File: src/rtl/h264_sps_header_parser_defines.svh
// Assertion macros shared by the SPS header parser RTL.
`ifndef H264_SPS_HEADER_PARSER_DEFINES_SVH
`define H264_SPS_HEADER_PARSER_DEFINES_SVH

// Same-cycle implication, sampled on clock, off while reset is high.
`define SPS_ASSERT_HOLDS(label, ante, cons, msg) \
   label: assert property (@(posedge clock) disable iff (reset) (ante) |-> (cons)) \
      else $error(msg);

// Next-cycle implication, sampled on clock, off while reset is high.
`define SPS_ASSERT_NEXT(label, ante, cons, msg) \
   label: assert property (@(posedge clock) disable iff (reset) (ante) |=> (cons)) \
      else $error(msg);

`endif

File: src/rtl/h264sps_pkg.sv
// Shared types, codes and helpers of the H.264 SPS header parser.
`default_nettype none
package h264sps_pkg;

   localparam int unsigned MAX_ORDER_CYCLE_DEF  = 255;
   localparam int unsigned MAX_GOLOMB_ZEROS_DEF = 31;
   localparam int unsigned QUEUE_DEPTH_DEF      = 4;
   localparam int unsigned RSP_DATA_W           = 136;
   localparam int unsigned RSP_USER_W           = 4;

   typedef enum logic [4:0] {
      PH_PROFILE, PH_CONSTRAINT, PH_LEVEL, PH_ID, PH_CHROMA, PH_SEPARATE,
      PH_LUMA, PH_CDEPTH, PH_BYPASS, PH_MATRIX, PH_LISTFLAG, PH_DELTA,
      PH_LOG2FRAME, PH_POCTYPE, PH_LOG2POC, PH_ALWAYSZERO, PH_NONREF,
      PH_TOPBOTTOM, PH_CYCLELEN, PH_CYCLEOFS, PH_REFS, PH_GAPS, PH_WIDTH,
      PH_HEIGHT, PH_FRAMEONLY, PH_ADAPTIVE, PH_DIRECT, PH_CROPFLAG, PH_CROP,
      PH_VUI
   } phase_type;

   typedef enum logic [1:0] {K_BIT, K_BYTE, K_GOLOMB} kind_type;

   typedef enum logic [3:0] {
      ST_OK, ST_TRUNC, ST_RESERVED, ST_ID, ST_CHROMA, ST_DEPTH, ST_LOG2,
      ST_POCTYPE, ST_CYCLE, ST_OVERFLOW, ST_CROP, ST_GOLOMB
   } status_type;

   typedef enum logic [1:0] {DIM_IDLE, DIM_SUM, DIM_CHECK} dim_type;

   typedef struct packed {
      logic [7:0] data;
      logic       last;
   } beat_type;

   function automatic kind_type kind_of(input phase_type ph);
      kind_type k;
      unique case (ph)
         PH_PROFILE, PH_CONSTRAINT, PH_LEVEL: k = K_BYTE;
         PH_SEPARATE, PH_BYPASS, PH_MATRIX, PH_LISTFLAG, PH_ALWAYSZERO,
         PH_GAPS, PH_FRAMEONLY, PH_ADAPTIVE, PH_DIRECT, PH_CROPFLAG,
         PH_VUI: k = K_BIT;
         default: k = K_GOLOMB;
      endcase
      return k;
   endfunction

   function automatic logic is_extended(input logic [7:0] p);
      logic e;
      unique case (p)
         8'd44, 8'd83, 8'd86, 8'd100, 8'd110, 8'd118, 8'd122, 8'd128,
         8'd134, 8'd135, 8'd138, 8'd139, 8'd144, 8'd244: e = 1'b1;
         default: e = 1'b0;
      endcase
      return e;
   endfunction

endpackage
`default_nettype wire

File: src/rtl/h264sps_front.sv
// Input side: accepts payload beats and queues them for the bit parser.
`default_nettype none
module h264sps_front
   import h264sps_pkg::*;
#(
   parameter int unsigned QUEUE_DEPTH = QUEUE_DEPTH_DEF
) (
   input  wire logic       clock,
   input  wire logic       reset,
   input  wire logic       req_tvalid,
   output logic            req_tready,
   input  wire logic [7:0] req_tdata,   // [7:0] rbsp_byte
   input  wire logic       req_tlast,   // last_byte
   output logic            beat_valid,
   output beat_type        beat,
   input  wire logic       beat_pop
);

   localparam int unsigned PTR_W = (QUEUE_DEPTH > 1) ? $clog2(QUEUE_DEPTH) : 1;
   localparam int unsigned CNT_W = $clog2(QUEUE_DEPTH + 1);
   localparam logic [PTR_W-1:0] PTR_LAST = PTR_W'(QUEUE_DEPTH - 1);
   localparam logic [CNT_W-1:0] CNT_FULL = CNT_W'(QUEUE_DEPTH);

   beat_type         queue_ff [QUEUE_DEPTH];
   logic [PTR_W-1:0] wr_ptr_ff, wr_ptr_in;
   logic [PTR_W-1:0] rd_ptr_ff, rd_ptr_in;
   logic [CNT_W-1:0] count_ff, count_in;
   logic             push;
   logic             pop;

   assign req_tready = (count_ff != CNT_FULL);
   assign beat_valid = (count_ff != '0);
   assign beat       = queue_ff[rd_ptr_ff];
   assign push       = req_tvalid && req_tready;
   assign pop        = beat_pop && beat_valid;

   always_comb begin
      wr_ptr_in = wr_ptr_ff;
      rd_ptr_in = rd_ptr_ff;
      count_in  = count_ff;
      if (push) begin
         wr_ptr_in = (wr_ptr_ff == PTR_LAST) ? '0 : wr_ptr_ff + 1'b1;
      end
      if (pop) begin
         rd_ptr_in = (rd_ptr_ff == PTR_LAST) ? '0 : rd_ptr_ff + 1'b1;
      end
      if (push && !pop) begin
         count_in = count_ff + 1'b1;
      end else if (pop && !push) begin
         count_in = count_ff - 1'b1;
      end
   end

   always_ff @(posedge clock) begin
      if (reset) begin
         wr_ptr_ff <= '0;
         rd_ptr_ff <= '0;
         count_ff  <= '0;
      end else begin
         wr_ptr_ff <= wr_ptr_in;
         rd_ptr_ff <= rd_ptr_in;
         count_ff  <= count_in;
      end
   end

   always_ff @(posedge clock) begin
      if (push) begin
         queue_ff[wr_ptr_ff] <= '{data: req_tdata, last: req_tlast};
      end
   end

endmodule
`default_nettype wire

File: src/rtl/h264sps_parser.sv
// Back side: bit-serial SPS syntax walker, size check and result register.
`default_nettype none
`include "h264_sps_header_parser_defines.svh"
module h264sps_parser
   import h264sps_pkg::*;
#(
   parameter int unsigned MAX_ORDER_CYCLE  = MAX_ORDER_CYCLE_DEF,
   parameter int unsigned MAX_GOLOMB_ZEROS = MAX_GOLOMB_ZEROS_DEF
) (
   input  wire logic                  clock,
   input  wire logic                  reset,
   input  wire logic                  beat_valid,
   input  wire beat_type              beat,
   output logic                       beat_pop,
   output logic                       rsp_tvalid,
   input  wire logic                  rsp_tready,
   output logic [RSP_DATA_W-1:0]      rsp_tdata,
   output logic [RSP_USER_W-1:0]      rsp_tuser
);

   // byte feed
   logic [7:0]  byte_ff, byte_in;
   logic [2:0]  bit_cnt_ff, bit_cnt_in;
   logic        have_ff, have_in;
   logic        last_ff, last_in;
   logic        end_pending_ff, end_pending_in;
   // field decoder
   phase_type   phase_ff, phase_in;
   logic [32:0] acc_ff, acc_in;
   logic [5:0]  zc_ff, zc_in;
   logic [5:0]  left_ff, left_in;
   logic        suffix_ff, suffix_in;
   logic [7:0]  loop_ff, loop_in;
   logic [7:0]  scale_last_ff, scale_last_in;
   logic [3:0]  list_ff, list_in;
   logic [6:0]  entry_ff, entry_in;
   logic        finished_ff, finished_in;
   // syntax values
   logic [31:0] wmb_ff, wmb_in;
   logic [31:0] hmb_ff, hmb_in;
   logic [31:0] crop_ff [4];
   logic [31:0] crop_in [4];
   logic        frame_only_ff, frame_only_in;
   logic        separate_ff, separate_in;
   logic        luma_bad_ff, luma_bad_in;
   logic [7:0]  profile_ff, profile_in;
   logic [7:0]  level_ff, level_in;
   logic [4:0]  set_id_ff, set_id_in;
   logic [1:0]  chroma_ff, chroma_in;
   logic [3:0]  luma_depth_ff, luma_depth_in;
   logic [3:0]  chroma_depth_ff, chroma_depth_in;
   logic [1:0]  poc_ff, poc_in;
   logic [31:0] refs_ff, refs_in;
   logic [31:0] pic_w_ff, pic_w_in;
   logic [31:0] pic_h_ff, pic_h_in;
   logic        vui_ff, vui_in;
   // size unit
   dim_type     dim_ff, dim_in;
   logic [37:0] cw_ff, cw_in;
   logic [37:0] ch_ff, ch_in;
   logic [34:0] hc_ff, hc_in;
   logic [34:0] vc_ff, vc_in;
   // result register
   logic                  rsp_valid_ff;
   logic [RSP_DATA_W-1:0] rsp_data_ff;
   logic [RSP_USER_W-1:0] rsp_user_ff;

   // step temporaries
   logic        run;
   logic        bit_val;
   logic        done;
   logic        bad;
   logic [32:0] value;
   logic [32:0] acc_shift;
   logic [5:0]  zc_inc;
   logic        go_en;
   phase_type   go_ph;
   logic        dims;
   logic        emit;
   status_type  emit_status;
   logic        end_byte;
   logic        clear;
   logic [3:0]  list_inc;
   phase_type   next_list_ph;
   logic [7:0]  scale_new;
   logic [6:0]  entry_inc;
   logic [7:0]  loop_inc;
   logic [1:0]  cat;
   logic [32:0] hsum;
   logic [32:0] vsum;

   assign run = have_ff && !(rsp_valid_ff && !rsp_tready);
   assign bit_val = byte_ff[7];
   assign acc_shift = {acc_ff[31:0], bit_val};
   assign zc_inc = zc_ff + 1'b1;
   assign list_inc = list_ff + 1'b1;
   assign next_list_ph = (list_inc < ((chroma_ff == 2'd3) ? 4'd12 : 4'd8)) ?
                         PH_LISTFLAG : PH_LOG2FRAME;
   assign entry_inc = entry_ff + 1'b1;
   assign loop_inc = loop_ff + 1'b1;
   assign cat = separate_ff ? 2'd0 : chroma_ff;
   assign hsum = {1'b0, crop_ff[0]} + {1'b0, crop_ff[1]};
   assign vsum = {1'b0, crop_ff[2]} + {1'b0, crop_ff[3]};
   // odd codes add (v+1)/2, even codes subtract v/2, all modulo 256
   assign scale_new = value[0] ? (scale_last_ff + value[8:1] + 8'd1)
                               : (scale_last_ff - value[8:1]);

   // one bit of the current field
   always_comb begin : feed
      done    = 1'b0;
      bad     = 1'b0;
      value   = '0;
      unique case (kind_of(phase_ff))
         K_BIT: begin
            done  = 1'b1;
            value = {32'd0, bit_val};
         end
         K_BYTE: begin
            value = {25'd0, acc_ff[6:0], bit_val};
            done  = (left_ff == 6'd1);
         end
         default: begin
            if (!suffix_ff) begin
               if (!bit_val) begin
                  bad = (zc_inc > 6'(MAX_GOLOMB_ZEROS));
               end else if (zc_ff == '0) begin
                  done = 1'b1;
               end
            end else if (left_ff == 6'd1) begin
               value = acc_shift - 33'd1;
               bad   = value[32];
               done  = !value[32];
            end
         end
      endcase
   end

   always_comb begin : next_state
      byte_in         = byte_ff;
      bit_cnt_in      = bit_cnt_ff;
      have_in         = have_ff;
      last_in         = last_ff;
      end_pending_in  = end_pending_ff;
      phase_in        = phase_ff;
      acc_in          = acc_ff;
      zc_in           = zc_ff;
      left_in         = left_ff;
      suffix_in       = suffix_ff;
      loop_in         = loop_ff;
      scale_last_in   = scale_last_ff;
      list_in         = list_ff;
      entry_in        = entry_ff;
      finished_in     = finished_ff;
      wmb_in          = wmb_ff;
      hmb_in          = hmb_ff;
      crop_in         = crop_ff;
      frame_only_in   = frame_only_ff;
      separate_in     = separate_ff;
      luma_bad_in     = luma_bad_ff;
      profile_in      = profile_ff;
      level_in        = level_ff;
      set_id_in       = set_id_ff;
      chroma_in       = chroma_ff;
      luma_depth_in   = luma_depth_ff;
      chroma_depth_in = chroma_depth_ff;
      poc_in          = poc_ff;
      refs_in         = refs_ff;
      pic_w_in        = pic_w_ff;
      pic_h_in        = pic_h_ff;
      vui_in          = vui_ff;
      dim_in          = dim_ff;
      cw_in           = cw_ff;
      ch_in           = ch_ff;
      hc_in           = hc_ff;
      vc_in           = vc_ff;
      beat_pop        = 1'b0;
      go_en           = 1'b0;
      go_ph           = phase_ff;
      dims            = 1'b0;
      emit            = 1'b0;
      emit_status     = ST_OK;
      end_byte        = 1'b0;
      clear           = 1'b0;

      if (!have_ff) begin
         if (beat_valid) begin
            beat_pop   = 1'b1;
            have_in    = 1'b1;
            byte_in    = beat.data;
            last_in    = beat.last;
            bit_cnt_in = '0;
         end
      end else if (run) begin
         unique case (dim_ff)
            DIM_SUM: begin
               cw_in  = {1'b0, {1'b0, wmb_ff} + 33'd1, 4'd0};
               ch_in  = frame_only_ff ? {1'b0, {1'b0, hmb_ff} + 33'd1, 4'd0}
                                      : {{1'b0, hmb_ff} + 33'd1, 5'd0};
               hc_in  = ((cat == 2'd1) || (cat == 2'd2)) ? {1'b0, hsum, 1'b0}
                                                          : {2'd0, hsum};
               priority case ({cat == 2'd1, frame_only_ff})
                  2'b11, 2'b00: vc_in = {1'b0, vsum, 1'b0};
                  2'b10:        vc_in = {vsum, 2'd0};
                  default:      vc_in = {2'd0, vsum};
               endcase
               dim_in = DIM_CHECK;
            end
            DIM_CHECK: begin
               dim_in = DIM_IDLE;
               if (cw_ff[37:32] != '0 || ch_ff[37:32] != '0) begin
                  emit        = 1'b1;
                  emit_status = ST_OVERFLOW;
               end else if ({3'd0, hc_ff} >= cw_ff || {3'd0, vc_ff} >= ch_ff) begin
                  emit        = 1'b1;
                  emit_status = ST_CROP;
               end else begin
                  pic_w_in = cw_ff[31:0] - hc_ff[31:0];
                  pic_h_in = ch_ff[31:0] - vc_ff[31:0];
                  go_en    = 1'b1;
                  go_ph    = PH_VUI;
               end
               end_byte       = end_pending_ff;
               end_pending_in = 1'b0;
            end
            default: begin
               if (finished_ff) begin
                  // drop the rest of the beat once the result is out
                  end_byte = 1'b1;
               end else begin
                  byte_in    = {byte_ff[6:0], 1'b0};
                  bit_cnt_in = bit_cnt_ff + 1'b1;
                  unique case (kind_of(phase_ff))
                     K_BIT: ;
                     K_BYTE: begin
                        acc_in  = {25'd0, acc_ff[6:0], bit_val};
                        left_in = left_ff - 1'b1;
                     end
                     default: begin
                        if (!suffix_ff) begin
                           if (!bit_val) begin
                              zc_in = zc_inc;
                           end else if (zc_ff != '0) begin
                              suffix_in = 1'b1;
                              left_in   = zc_ff;
                              acc_in    = 33'd1;
                           end
                        end else begin
                           acc_in  = acc_shift;
                           left_in = left_ff - 1'b1;
                        end
                     end
                  endcase
                  if (bad) begin
                     emit        = 1'b1;
                     emit_status = ST_GOLOMB;
                  end else if (done) begin
                     unique case (phase_ff)
                        PH_PROFILE: begin
                           profile_in = value[7:0];
                           go_en = 1'b1; go_ph = PH_CONSTRAINT;
                        end
                        PH_CONSTRAINT: begin
                           if (value[1:0] != 2'd0) begin
                              emit = 1'b1; emit_status = ST_RESERVED;
                           end else begin
                              go_en = 1'b1; go_ph = PH_LEVEL;
                           end
                        end
                        PH_LEVEL: begin
                           level_in = value[7:0];
                           go_en = 1'b1; go_ph = PH_ID;
                        end
                        PH_ID: begin
                           if (value > 33'd31) begin
                              emit = 1'b1; emit_status = ST_ID;
                           end else begin
                              set_id_in = value[4:0];
                              go_en = 1'b1;
                              go_ph = is_extended(profile_ff) ? PH_CHROMA : PH_LOG2FRAME;
                           end
                        end
                        PH_CHROMA: begin
                           if (value > 33'd3) begin
                              emit = 1'b1; emit_status = ST_CHROMA;
                           end else begin
                              chroma_in = value[1:0];
                              go_en = 1'b1;
                              go_ph = (value[1:0] == 2'd3) ? PH_SEPARATE : PH_LUMA;
                           end
                        end
                        PH_SEPARATE: begin
                           if (value[0]) separate_in = 1'b1;
                           go_en = 1'b1; go_ph = PH_LUMA;
                        end
                        PH_LUMA: begin
                           if (value > 33'd6) luma_bad_in = 1'b1;
                           else loop_in = value[7:0];
                           go_en = 1'b1; go_ph = PH_CDEPTH;
                        end
                        PH_CDEPTH: begin
                           if (luma_bad_ff || value > 33'd6) begin
                              emit = 1'b1; emit_status = ST_DEPTH;
                           end else begin
                              luma_depth_in   = 4'd8 + loop_ff[3:0];
                              chroma_depth_in = 4'd8 + value[3:0];
                              go_en = 1'b1; go_ph = PH_BYPASS;
                           end
                        end
                        PH_BYPASS: begin
                           go_en = 1'b1; go_ph = PH_MATRIX;
                        end
                        PH_MATRIX: begin
                           list_in = '0;
                           go_en = 1'b1;
                           go_ph = value[0] ? PH_LISTFLAG : PH_LOG2FRAME;
                        end
                        PH_LISTFLAG: begin
                           go_en = 1'b1;
                           if (value[0]) begin
                              entry_in      = '0;
                              scale_last_in = 8'd8;
                              go_ph         = PH_DELTA;
                           end else begin
                              list_in = list_inc;
                              go_ph   = next_list_ph;
                           end
                        end
                        PH_DELTA: begin
                           if (scale_new != '0) scale_last_in = scale_new;
                           entry_in = entry_inc;
                           go_en    = 1'b1;
                           if (scale_new == '0 ||
                               entry_inc >= ((list_ff < 4'd6) ? 7'd16 : 7'd64)) begin
                              list_in = list_inc;
                              go_ph   = next_list_ph;
                           end else begin
                              go_ph = PH_DELTA;
                           end
                        end
                        PH_LOG2FRAME: begin
                           if (value > 33'd12) begin
                              emit = 1'b1; emit_status = ST_LOG2;
                           end else begin
                              go_en = 1'b1; go_ph = PH_POCTYPE;
                           end
                        end
                        PH_POCTYPE: begin
                           if (value > 33'd2) begin
                              emit = 1'b1; emit_status = ST_POCTYPE;
                           end else begin
                              poc_in = value[1:0];
                              go_en  = 1'b1;
                              priority case (value[1:0])
                                 2'd0:    go_ph = PH_LOG2POC;
                                 2'd2:    go_ph = PH_REFS;
                                 default: go_ph = PH_ALWAYSZERO;
                              endcase
                           end
                        end
                        PH_LOG2POC: begin
                           if (value > 33'd12) begin
                              emit = 1'b1; emit_status = ST_LOG2;
                           end else begin
                              go_en = 1'b1; go_ph = PH_REFS;
                           end
                        end
                        PH_ALWAYSZERO: begin
                           go_en = 1'b1; go_ph = PH_NONREF;
                        end
                        PH_NONREF: begin
                           go_en = 1'b1; go_ph = PH_TOPBOTTOM;
                        end
                        PH_TOPBOTTOM: begin
                           go_en = 1'b1; go_ph = PH_CYCLELEN;
                        end
                        PH_CYCLELEN: begin
                           if (value > 33'(MAX_ORDER_CYCLE)) begin
                              emit = 1'b1; emit_status = ST_CYCLE;
                           end else begin
                              loop_in = value[7:0];
                              go_en   = 1'b1;
                              go_ph   = (value[7:0] == '0) ? PH_REFS : PH_CYCLEOFS;
                           end
                        end
                        PH_CYCLEOFS: begin
                           loop_in = loop_ff - 1'b1;
                           go_en   = 1'b1;
                           go_ph   = (loop_ff == 8'd1) ? PH_REFS : PH_CYCLEOFS;
                        end
                        PH_REFS: begin
                           refs_in = value[31:0];
                           go_en = 1'b1; go_ph = PH_GAPS;
                        end
                        PH_GAPS: begin
                           go_en = 1'b1; go_ph = PH_WIDTH;
                        end
                        PH_WIDTH: begin
                           wmb_in = value[31:0];
                           go_en = 1'b1; go_ph = PH_HEIGHT;
                        end
                        PH_HEIGHT: begin
                           hmb_in = value[31:0];
                           go_en = 1'b1; go_ph = PH_FRAMEONLY;
                        end
                        PH_FRAMEONLY: begin
                           frame_only_in = value[0];
                           go_en = 1'b1;
                           go_ph = value[0] ? PH_DIRECT : PH_ADAPTIVE;
                        end
                        PH_ADAPTIVE: begin
                           go_en = 1'b1; go_ph = PH_DIRECT;
                        end
                        PH_DIRECT: begin
                           go_en = 1'b1; go_ph = PH_CROPFLAG;
                        end
                        PH_CROPFLAG: begin
                           if (!value[0]) begin
                              dims = 1'b1;
                           end else begin
                              loop_in = '0;
                              go_en = 1'b1; go_ph = PH_CROP;
                           end
                        end
                        PH_CROP: begin
                           crop_in[loop_ff[1:0]] = value[31:0];
                           loop_in = loop_inc;
                           if (loop_inc >= 8'd4) begin
                              dims = 1'b1;
                           end else begin
                              go_en = 1'b1; go_ph = PH_CROP;
                           end
                        end
                        PH_VUI: begin
                           vui_in = value[0];
                           emit = 1'b1; emit_status = ST_OK;
                        end
                        default: begin
                           emit = 1'b1; emit_status = ST_TRUNC;
                        end
                     endcase
                  end
                  if (dims) begin
                     // hold the beat until the size check has run
                     dim_in         = DIM_SUM;
                     end_pending_in = (bit_cnt_ff == 3'd7);
                  end else begin
                     end_byte = (bit_cnt_ff == 3'd7);
                  end
               end
            end
         endcase

         if (go_en) begin
            phase_in  = go_ph;
            acc_in    = '0;
            zc_in     = '0;
            suffix_in = 1'b0;
            left_in   = (kind_of(go_ph) == K_BYTE) ? 6'd8 : 6'd0;
         end
         if (end_byte) begin
            have_in = 1'b0;
            if (last_ff) begin
               clear = 1'b1;
               if (!finished_ff && !emit) begin
                  emit        = 1'b1;
                  emit_status = ST_TRUNC;
               end
            end
         end
         if (emit) finished_in = 1'b1;
      end
   end

   always_ff @(posedge clock) begin
      if (reset || clear) begin
         have_ff         <= 1'b0;
         bit_cnt_ff      <= '0;
         end_pending_ff  <= 1'b0;
         phase_ff        <= PH_PROFILE;
         acc_ff          <= '0;
         zc_ff           <= '0;
         left_ff         <= 6'd8;
         suffix_ff       <= 1'b0;
         loop_ff         <= '0;
         scale_last_ff   <= 8'd8;
         list_ff         <= '0;
         entry_ff        <= '0;
         finished_ff     <= 1'b0;
         wmb_ff          <= '0;
         hmb_ff          <= '0;
         for (int i = 0; i < 4; i++) crop_ff[i] <= '0;
         frame_only_ff   <= 1'b1;
         separate_ff     <= 1'b0;
         luma_bad_ff     <= 1'b0;
         profile_ff      <= '0;
         level_ff        <= '0;
         set_id_ff       <= '0;
         chroma_ff       <= 2'd1;
         luma_depth_ff   <= 4'd8;
         chroma_depth_ff <= 4'd8;
         poc_ff          <= '0;
         refs_ff         <= '0;
         pic_w_ff        <= '0;
         pic_h_ff        <= '0;
         vui_ff          <= 1'b0;
         dim_ff          <= DIM_IDLE;
      end else begin
         have_ff         <= have_in;
         bit_cnt_ff      <= bit_cnt_in;
         end_pending_ff  <= end_pending_in;
         phase_ff        <= phase_in;
         acc_ff          <= acc_in;
         zc_ff           <= zc_in;
         left_ff         <= left_in;
         suffix_ff       <= suffix_in;
         loop_ff         <= loop_in;
         scale_last_ff   <= scale_last_in;
         list_ff         <= list_in;
         entry_ff        <= entry_in;
         finished_ff     <= finished_in;
         wmb_ff          <= wmb_in;
         hmb_ff          <= hmb_in;
         crop_ff         <= crop_in;
         frame_only_ff   <= frame_only_in;
         separate_ff     <= separate_in;
         luma_bad_ff     <= luma_bad_in;
         profile_ff      <= profile_in;
         level_ff        <= level_in;
         set_id_ff       <= set_id_in;
         chroma_ff       <= chroma_in;
         luma_depth_ff   <= luma_depth_in;
         chroma_depth_ff <= chroma_depth_in;
         poc_ff          <= poc_in;
         refs_ff         <= refs_in;
         pic_w_ff        <= pic_w_in;
         pic_h_ff        <= pic_h_in;
         vui_ff          <= vui_in;
         dim_ff          <= dim_in;
      end
   end

   always_ff @(posedge clock) begin
      byte_in_reg: begin
         byte_ff <= byte_in;
         last_ff <= last_in;
         cw_ff   <= cw_in;
         ch_ff   <= ch_in;
         hc_ff   <= hc_in;
         vc_ff   <= vc_in;
      end
   end

   always_ff @(posedge clock) begin
      if (reset) begin
         rsp_valid_ff <= 1'b0;
      end else if (emit) begin
         rsp_valid_ff <= 1'b1;
      end else if (rsp_tready) begin
         rsp_valid_ff <= 1'b0;
      end
   end

   always_ff @(posedge clock) begin
      if (emit) begin
         rsp_user_ff <= emit_status;
         rsp_data_ff <= {6'd0, vui_in,
                         (emit_status == ST_OK) ? pic_h_in : 32'd0,
                         (emit_status == ST_OK) ? pic_w_in : 32'd0,
                         refs_in, poc_in, chroma_depth_in, luma_depth_in,
                         chroma_in, set_id_in, level_in, profile_in};
      end
   end

   assign rsp_tvalid = rsp_valid_ff;
   assign rsp_tdata  = rsp_data_ff;
   assign rsp_tuser  = rsp_user_ff;

   `SPS_ASSERT_HOLDS(a_single_result, emit, !finished_ff,
      "second result for one parameter set")
   `SPS_ASSERT_HOLDS(a_dim_phase, dim_ff != DIM_IDLE,
      phase_ff == PH_CROPFLAG || phase_ff == PH_CROP, "size check outside crop fields")
   `SPS_ASSERT_HOLDS(a_list_range, phase_ff == PH_DELTA,
      entry_ff < 7'd64 && list_ff < 4'd12, "scaling list index out of range")
   `SPS_ASSERT_NEXT(a_restart, clear,
      phase_ff == PH_PROFILE && !finished_ff && !have_ff, "parser not restarted after last beat")

endmodule
`default_nettype wire

File: src/rtl/h264_sps_header_parser.sv
// The bit parser takes one bit per cycle, except while a result waits on rsp_tready.
// Each beat is loaded before its bits, and the size check runs DIM_SUM, then DIM_CHECK.
// A result is registered in the cycle after the bit (or beat end) that decides it.
// Beats after a result are loaded and dropped whole until the last beat.
// The single bit-serial field decoder sets the rate; a new beat loads only once the last is used up.
// Reset is synchronous and active high; the parser also restarts after each last beat.
`default_nettype none
module h264_sps_header_parser
   import h264sps_pkg::*;
#(
   parameter int unsigned MAX_ORDER_CYCLE  = MAX_ORDER_CYCLE_DEF,
   parameter int unsigned MAX_GOLOMB_ZEROS = MAX_GOLOMB_ZEROS_DEF,
   parameter int unsigned QUEUE_DEPTH      = QUEUE_DEPTH_DEF
) (
   input  wire logic                  clock,
   input  wire logic                  reset,
   input  wire logic                  req_tvalid,
   output logic                       req_tready,
   input  wire logic [7:0]            req_tdata,  // [7:0] rbsp_byte
   input  wire logic                  req_tlast,  // last_byte
   output logic                       rsp_tvalid,
   input  wire logic                  rsp_tready,
   // [7:0] profile, [15:8] level, [20:16] set_id, [22:21] chroma_format,
   // [26:23] luma_depth, [30:27] chroma_depth, [32:31] order_count_type,
   // [64:33] reference_frames, [96:65] picture_width,
   // [128:97] picture_height, [129] vui_present, [135:130] zero
   output logic [RSP_DATA_W-1:0]      rsp_tdata,
   output logic [RSP_USER_W-1:0]      rsp_tuser   // [3:0] status
);

   logic     beat_valid;
   beat_type beat;
   logic     beat_pop;

   h264sps_front #(
      .QUEUE_DEPTH(QUEUE_DEPTH)
   ) u_front (
      .clock      (clock),
      .reset      (reset),
      .req_tvalid (req_tvalid),
      .req_tready (req_tready),
      .req_tdata  (req_tdata),
      .req_tlast  (req_tlast),
      .beat_valid (beat_valid),
      .beat       (beat),
      .beat_pop   (beat_pop)
   );

   h264sps_parser #(
      .MAX_ORDER_CYCLE  (MAX_ORDER_CYCLE),
      .MAX_GOLOMB_ZEROS (MAX_GOLOMB_ZEROS)
   ) u_parser (
      .clock      (clock),
      .reset      (reset),
      .beat_valid (beat_valid),
      .beat       (beat),
      .beat_pop   (beat_pop),
      .rsp_tvalid (rsp_tvalid),
      .rsp_tready (rsp_tready),
      .rsp_tdata  (rsp_tdata),
      .rsp_tuser  (rsp_tuser)
   );

endmodule
`default_nettype wire
File: config.mk
export PLATFORM = sky130hd
export DESIGN_NAME = h264_sps_header_parser
export DESIGN_NICKNAME = d
export VERILOG_FILES = /design/src/rtl/h264sps_pkg.sv /design/src/rtl/h264sps_front.sv /design/src/rtl/h264sps_parser.sv /design/src/rtl/h264_sps_header_parser.sv
export VERILOG_INCLUDE_DIRS = /design/src /design/src/rtl
export SDC_FILE = /design/constraint.sdc
export NUM_CORES = 2
export LEC_CHECK = 0
export ABC_AREA = 1
export BUFFER_PORTS_ARGS = -buffer_cell sky130_fd_sc_hd__buf_4
export CORE_MARGIN = 8
export CORE_UTILIZATION = 40
export DETAILED_ROUTE_END_ITERATION = 8
export PLACE_DENSITY = 0.59
export SLEW_MARGIN = 20
export SYNTH_ARGS = -nofsm -noshare
export SYNTH_HDL_FRONTEND = slang
export SYNTH_SLANG_ARGS = --single-unit
File: constraint.sdc
create_clock -name clock -period 17.45 [get_ports clock]
set_clock_uncertainty 0.15 [all_clocks]
set_input_delay 3.49 -clock clock [delete_from_list [all_inputs] [get_ports clock]]
set_output_delay 3.49 -clock clock [all_outputs]
set_load 0.02 [all_outputs]
; Word level (Yosys, flattened, before mapping)
; Memory sizes are Yosys's and may differ from the RTL's. A register that Yosys moved wholly into a read port is not among the register bits.
; Cells that the tools add are included.
[op_classes]
bitwise_logic = 6
eq_ne = 79
n_addsub = 23
muxes = 298
n_lt_le_gt_ge = 15
reduce_logical = 75
[op_table]
columns = op, n
row1 = 32-bit 2-to-1 mux, 24
row2 = 8-bit 2-to-1 mux, 25
row3 = 5-bit 2-to-1 mux, 31
row4 = 5-bit one-hot mux with 29 select lines, 1
row5 = 128-bit bitwise mux, 1
row6 = 4-bit 2-to-1 mux, 31
row7 = 33-bit 2-to-1 mux, 3
row8 = 1-bit 2-to-1 mux, 95
row9 = 6-bit 2-to-1 mux, 12
row10 = 5-bit equality test (second input constant), 14
row11 = 35-bit one-hot mux with 2 select lines, 1
row12 = 2-bit 2-to-1 mux, 34
row13 = 32-bit by 1-bit adder with 33-bit output (second input constant), 2
row14 = 32-bit by 32-bit adder with 33-bit output, 2
row15 = 33-bit by 2-bit > comparator with 1-bit output (second input constant), 2
row16 = 33-bit one-hot mux with 2 select lines, 1
row17 = 32-bit demux with 2-bit select, 1
row18 = 32-bit one-hot mux with 2 select lines, 1
row19 = 32-bit subtractor, 2
row20 = 8-bit equality test (second input constant), 7
row21 = 8-bit by 7-bit equality test with 1-bit output (second input constant), 6
row22 = 3-bit 2-to-1 mux, 16
row23 = 7-bit AND reduction, 6
row24 = 5-bit by 4-bit equality test with 1-bit output (second input constant), 8
row25 = other kinds (80), 170
[word_totals]
inputBits = 13
word_cells = 551
mem_bits_ro = 192
ff_bits = 702
mem_count = 4
out_inout_bits = 142
ramBits = 36
[memory_table]
columns = name, words, width, rd, rd_clocked_by_memory_dff, write_ports, line_no
row1 = (no name shown), 32, 2, 1, 1, 0, h264sps_pkg.sv:36  ; unique case (ph)
row2 = (no name shown), 32, 2, 1, 0, 0, h264sps_pkg.sv:36
row3 = (no name shown), 32, 2, 1, 1, 0, h264sps_pkg.sv:36
row4 = u_front.queue_ff, 4, 9, 1, 1, 1, h264sps_front.sv:24  ; beat_type queue_ff [QUEUE_DEPTH];

; Longest topological paths before layout
; An unclocked memory read counts as a cell.
[logic_depth]
ltp_word = 29
depth_mapped = 37
ltp_nobuf = 35

; Modules after synthesis
; Synthesis repeated with hierarchy kept, for this count alone.
[unflattened]
cells_unflattened = 5036
hier_area_um2 = 40388.7
[by_module_without_submodules]
columns = module, n_inst, cells_each, seq_area_each_um2, area_per_inst_um2
row1 = h264sps_parser, 1, 4881, 16646.0, 38516.9
row2 = h264sps_front, 1, 155, 1261.2, 1871.8

; Least setup slack after synthesis
; No wires, ideal clock.
[synth_path]
path_type = input-to-reg
from = in rsp_tready
to = reg u_parser.ch_ff[10], enable pin
setup_ns = 0.633
t_required_ns = 16.667
setup_slack_ns = 7.311
n_path_buf = 0
arrival_time_ns = 9.356
cell_stages = 4
path_cell_list = inv_1 > nand2_1 > nand2_1 > nor2_1
[synth_via]
elab_chain_cells = 5
[synth_rtl]
columns = element, line_no
row1 = "start, declared", h264_sps_header_parser.sv:22  ; input wire logic rsp_tready,
row2 = 1-bit zero test, h264sps_parser.sv:92  ; assign run = have_ff && !(rsp_valid_ff && !rsp_tready);
row3 = 1-bit logical AND, h264sps_parser.sv:92
row4 = 1-bit zero test, h264sps_parser.sv:92
row5 = 1-bit logical AND, h264sps_parser.sv:92
row6 = 3-bit AND reduction (no source line), -
row7 = "end signal, assigned", h264sps_parser.sv:547  ; ch_ff <= ch_in;
row8 = "end, declared", h264sps_parser.sv:60  ; logic [37:0] ch_ff, ch_in;
; No other way between the ends.
; A chain may end at the register's enable or synchronous reset.

; Final worst setup path
[layout_path]
from = in rsp_tready
to = reg u_parser.crop_ff[65] in the netlist's numbering
[layout_via]
elab_chain_cells = 7
word_cells_on_any_way = 8
classes_between = mux: 2 / reduce/logical: 6
[layout_rtl]
columns = element, line_no
row1 = 1-bit zero test *, h264sps_parser.sv:92
row2 = 1-bit logical AND *, h264sps_parser.sv:92
row3 = 1-bit zero test *, h264sps_parser.sv:92
row4 = 1-bit logical AND *, h264sps_parser.sv:92
row5 = 1-bit 2-to-1 mux, h264sps_parser.sv:193  ; end else if (run) begin
row6 = 1-bit 2-to-1 mux, h264sps_parser.sv:185  ; if (!have_ff) begin
row7 = 1-bit logical OR, h264sps_parser.sv:475  ; if (reset || clear) begin
row8 = "end signal, assigned", h264sps_parser.sv:523  ; crop_ff <= crop_in;
row9 = "end, declared", h264sps_parser.sv:41  ; logic [31:0] crop_ff [4];
; Every way passes the cells marked *; elsewhere a longest branch is shown, timed or not.

==> impl.org <==
** Floorplanning
- Die Width :: roughly 330 um
- Height of the die :: 334 um
- The die covers roughly 110000 um2.
- Floorplan core area :: around 100000 um2
- Cell row count :: between 100 and 150
- For this configuration, the core starts out at a cell density of between 40% and 50%.
- Top-level I/O count :: between 150 and 200

** Worst hold path
- Type of the most critical hold path :: flop to flop
- Hold Startpoint :: u_parser.chroma_depth_ff[3]
- Depth of the worst hold-timing path :: 2
- The worst hold path terminates at u_parser.chroma_depth_ff[3].

** Synthesis
- Main area contributors after synthesis :: sky130_fd_sc_hd__edfxtp_1 23%, sky130_fd_sc_hd__dfxtp_1 21%, sky130_fd_sc_hd__nand2_1 9.1%
- Compound-Gate Fraction of Synth Area :: 14.1%
- Sequential cells were found to cover 44.4% of the synthesized design area.
- Count of mapped cells out of synthesis :: between 5000 and 6000
- After synthesis, the largest family of logic cells by area is simple AND/OR/NAND/NOR gates.
- Averaged over all synthesized cells, the footprint is approximately 7.9 um2.
- The synthesized netlist devotes approximately 7.2% of its cell area to adder and majority cells.
- Of the total synthesized cell area, the portion taken by XOR and XNOR cells is ~4.2%.
- Yosys cell types :: between 60 and 70
- The portion of synthesized area spent on multiplexers is less than 1%.
- #FFs+latches synth :: around 740
- Yosys top cell by area :: sky130_fd_sc_hd__edfxtp_1
- Synthesized cell area :: slightly above 40000 um2
- Count of flip-flops with a built-in enable after synthesis :: about 320
- Proportion of netlist area held by the largest area contributor :: a little under a quarter
- Of all flip-flops after synthesis, the portion carrying an async set or reset was 0%.
- Among all flip-flop cells after synthesis, the most frequent one is sky130_fd_sc_hd__dfxtp_1.
- Yosys synthesis warning count :: 0
- Of the total synthesized cell area, the portion taken by AND, OR, NAND and NOR gates is a little under a quarter.

** Route
- Vias after detailed routing :: between 30000 and 40000
- The detailed router finished its first iteration with approximately 2500 violations.
- The routed design has around 120000 um of wire.
- Avg Vias per Cell :: approximately 5.2
- Initial DRT Pass Iterations :: 8
- Dividing the detail-routed wire length by the instance count gives about 18 um.
- The count of nets left with antenna violations once routing finished came out at 0.
- In the routed design, unresolved DRC markers number 0.

** Critical path
- The critical path in this run is classified as input pin to flop.
- Largest fanout of any net on the critical path :: 43
- CP dominant cell by count :: sky130_fd_sc_hd__nor2_1
- The critical path runs through a total of 13 cells.
- Worst setup SP type :: input pin
- In this design, the largest share of critical-path delay is due to simple AND/OR/NAND/NOR gates.
- Worst EP arrival :: ~6.8 ns
- At the worst endpoint, the required time is around 18 ns.
- Together, buffers and inverters on the worst path number 4.
- The worst register-to-register path begins at u_parser.suffix_ff.
- R2R Path End :: u_parser.left_ff[5]
- Counting cells, the worst reg-to-reg path comes to 20.
- STA classifies the critical path endpoint as a flop.
- For this run, the slowest stage of the critical path takes slightly below 0.7 ns.
- Setup slack of the most critical reg-to-reg path :: ~11 ns
- The slowest stage of the critical path belongs to the cell sky130_fd_sc_hd__nand2_2.
- Critical Path, Cell by Cell :: buf_4 -> inv_1 -> nand2_1 -> nand2_1 -> nor2_1 -> inv_1 -> nor2_2 -> nand2_2 -> nor2_2 -> buf_4 -> nor2_1 -> a21oi_1 -> nor2_1

** Timing
- F_max :: about 160 MHz
- The hold violation total from the final report is 0.
- Setup violations remaining at the end of the flow were counted as 0.
- Max-Slew Margin vs Limit :: 31.0%
- Subtracting the final worst setup slack from the clock period gives ~6.4 ns.
- The number of slew-limit violations in the final report was 0.
- In the final timing run, aggregate negative setup slack is 0 ns.
- Ratio of final minimum period to clock period :: between 30% and 40%
- Unrepaired setup endpoints after global routing :: false
- For the pin with the worst max-slew slack, the measured transition is about 1.0 ns.
- On the final layout, the worst hold slack is between 0.3 and 0.4 ns.

** Clock tree
- Counting every sink on the clock net gives 737.
- CTS H-Tree Depth :: 3
- After clock tree synthesis, the repair step resized 0 gates.
- Post-CTS timing repair inserted 0 buffers for setup.
- Clock-pin slew was measured on the worst setup and hold paths at 0.06 ns.
- Clock latency on the worst-skew pair, taken at its later pin, is ~0.66 ns.
- Hold buffer count at cts :: 0
- Clock tree from TritonCTS :: done
- The tree is rooted in a sky130_fd_sc_hd__clkbuf_16.
- Clock tree synthesis inserted a total of just over 80 buffers.
- In this run the deepest clock path goes through 3 buffers.

** Global route
- The number of antenna violations at the first check in global routing is 4.
- The first global-routing pass estimated between 150000 and 200000 um of wire.
- Gr usage total :: approximately a fifth
- Entering global routing, the biggest net connects 89 pins.
- Number of global-route vias before repair :: 32000
- Global routing finished with a remaining overflow of 0.

** Finish
- Area growth from synthesis to final layout :: 12.3%
- Fraction of layout cells with a size suffix above 1 :: 8.01%
- At the end of the flow the core is filled with cells to around 45%.
- Once layout is done, the placed cells without fillers occupy about 45000 um2.
- The final layout contains 5457 nets.

** Power
- For this design the total switching power over the nets is ~1.6 mW.
- Net switching is 33.6% of the power.
- Leak Pwr :: about 19 nW
- The clock network accounts for 36.3% of the total power.
- Proportion of power drawn by flip-flops and latches :: 41.1%
- Pwr dens :: roughly 110 nW/um2
- Combinational cells account for 22.6% of the total power.
- Internal portion of total power :: roughly 3.2 mW
- Highest ir drop seen on vdd :: about 0.069 mV

** Placed design
- RePlAce Congestion :: slightly above 0.9
- Summing all placed instances gives a cell area of about 43000 um2.
- Port Buf Inserts :: roughly 150
- Detailed placement finished with a half-perimeter wire length of ~86000 um.

** Outcome
- Run status :: finished, final reports clean

** Flow run
- Max-cap violations :: 0
[per-stage QoR]
step | cells | power (mW) | worst slack, ns
global placement | 6427 | 3.09 | 10.50
detailed placement | 6427 | 3.10 | 10.44
CTS | 6580 | 4.86 | 11.10
finish | 6583 | 4.83 | 11.03
global route | 6580 | 5.05 | 10.72
floorplan | 5142 | 2.77 | 7.31
[cell usage after synthesis (8+ instances only)]
cell type,n
sky130_fd_sc_hd__nand3_2,16
sky130_fd_sc_hd__clkbuf_1,167
sky130_fd_sc_hd__o21ai_0,448
sky130_fd_sc_hd__o21ai_2,8
sky130_fd_sc_hd__ha_1,225
sky130_fd_sc_hd__nor2_2,9
sky130_fd_sc_hd__nand4_1,54
sky130_fd_sc_hd__clkinv_1,10
sky130_fd_sc_hd__buf_4,8
sky130_fd_sc_hd__inv_2,17
sky130_fd_sc_hd__and3_1,32
sky130_fd_sc_hd__nand3_1,225
sky130_fd_sc_hd__or2_2,9
sky130_fd_sc_hd__nor2_1,712
sky130_fd_sc_hd__o21ai_1,22
sky130_fd_sc_hd__nor4_1,39
sky130_fd_sc_hd__o211ai_1,9
sky130_fd_sc_hd__a21o_1,8
sky130_fd_sc_hd__mux2i_1,8
sky130_fd_sc_hd__a31oi_1,32
sky130_fd_sc_hd__o21bai_1,13
sky130_fd_sc_hd__nor3_1,63
sky130_fd_sc_hd__a211oi_1,17
sky130_fd_sc_hd__o21a_1,21
sky130_fd_sc_hd__a21oi_1,432
sky130_fd_sc_hd__dfxtp_1,422
sky130_fd_sc_hd__nand2_2,16
sky130_fd_sc_hd__inv_1,503
sky130_fd_sc_hd__nand2_1,979
sky130_fd_sc_hd__buf_2,17
sky130_fd_sc_hd__xnor2_1,70
sky130_fd_sc_hd__edfxtp_1,315
sky130_fd_sc_hd__xor2_1,122
[registers in the layout, indices dropped and copies added, names as in the netlist, 33 cells and up, named ones only]
signal / count
u_parser.crop_ff: 128
u_parser.rsp_tdata: 130
u_parser.ch_ff: 34
u_parser.cw_ff: 33
u_parser.hc_ff: 34
u_front.queue_ff: 36
u_parser.vc_ff: 35
[cell usage in the layout (no fill, tap or decap), types with 70 or more instances in the layout]
cell / synthesis / final
sky130_fd_sc_hd__nand2_1: 979 / 977
sky130_fd_sc_hd__dfxtp_1: 422 / 422
sky130_fd_sc_hd__edfxtp_1: 315 / 315
sky130_fd_sc_hd__inv_1: 503 / 501
sky130_fd_sc_hd__xnor2_1: 70 / 70
sky130_fd_sc_hd__clkbuf_16: 0 / 86
sky130_fd_sc_hd__nor2_1: 712 / 706
sky130_fd_sc_hd__buf_4: 8 / 186
sky130_fd_sc_hd__ha_1: 225 / 225
sky130_fd_sc_hd__a21oi_1: 432 / 432
sky130_fd_sc_hd__xor2_1: 122 / 122
sky130_fd_sc_hd__o21ai_0: 448 / 448
sky130_fd_sc_hd__nand3_1: 225 / 225
[how the worst max path moves through the flow]
stage / startpoint / endpoint / slack, ns
2_1_floorplan: rsp_tready / u_parser.ch_ff[10] / 7.31
3_3_place_gp: rsp_tready / u_parser.crop_ff[65] / 10.50
3_5_place_dp: rsp_tready / u_parser.crop_ff[65] / 10.44
4_1_cts: rsp_tready / u_parser.refs_ff[13] / 11.10
5_1_grt: rsp_tready / u_parser.refs_ff[13] / 10.72
6_report: rsp_tready / u_parser.crop_ff[65] / 11.03
[power by group through the flow]
stage | sequential [mW] | combinational (mW) | clock, mW
floorplan | 2.00 | 0.774 | 0
global placement | 2.02 | 1.07 | 0
detailed placement | 2.02 | 1.08 | 0
CTS | 1.98 | 1.08 | 1.79
global route | 2.00 | 1.21 | 1.85
finish | 1.98 | 1.09 | 1.75
[per-layer routing]
layer  wire [um]  track usage [%]
met1       55400             28.7
met2       51500             31.7
met3        7650             3.23
met4        3310             6.39
met5           0                0
[cells by family after synthesis]
family / Yosys count
AO/OA/AOI/OAI: 1058
XOR/XNOR: 192
adder cells (fa/ha/maj): 230
buffers and inverters: 730
flip-flops: 737
multiplexers: 8
other: 1
AND/OR/NAND/NOR: 2181
[cell type report]
cell class	count	area, um2
sequential	737	17900
antenna	3	7.51
multi-input combinational	3675	19700
tap	1298	1620
clock buffer	117	2370
clock inverter	36	344
inverter	531	2000
fill	10100	54700
timing repair buffer	186	1400
[worst min-delay path: stages (launching register included)]
cell and delay, ns:
sky130_fd_sc_hd__dfxtp_1 0.30, sky130_fd_sc_hd__inv_1 0.05, sky130_fd_sc_hd__nand3_1 0.08
Power figures use the tool's default switching activity.
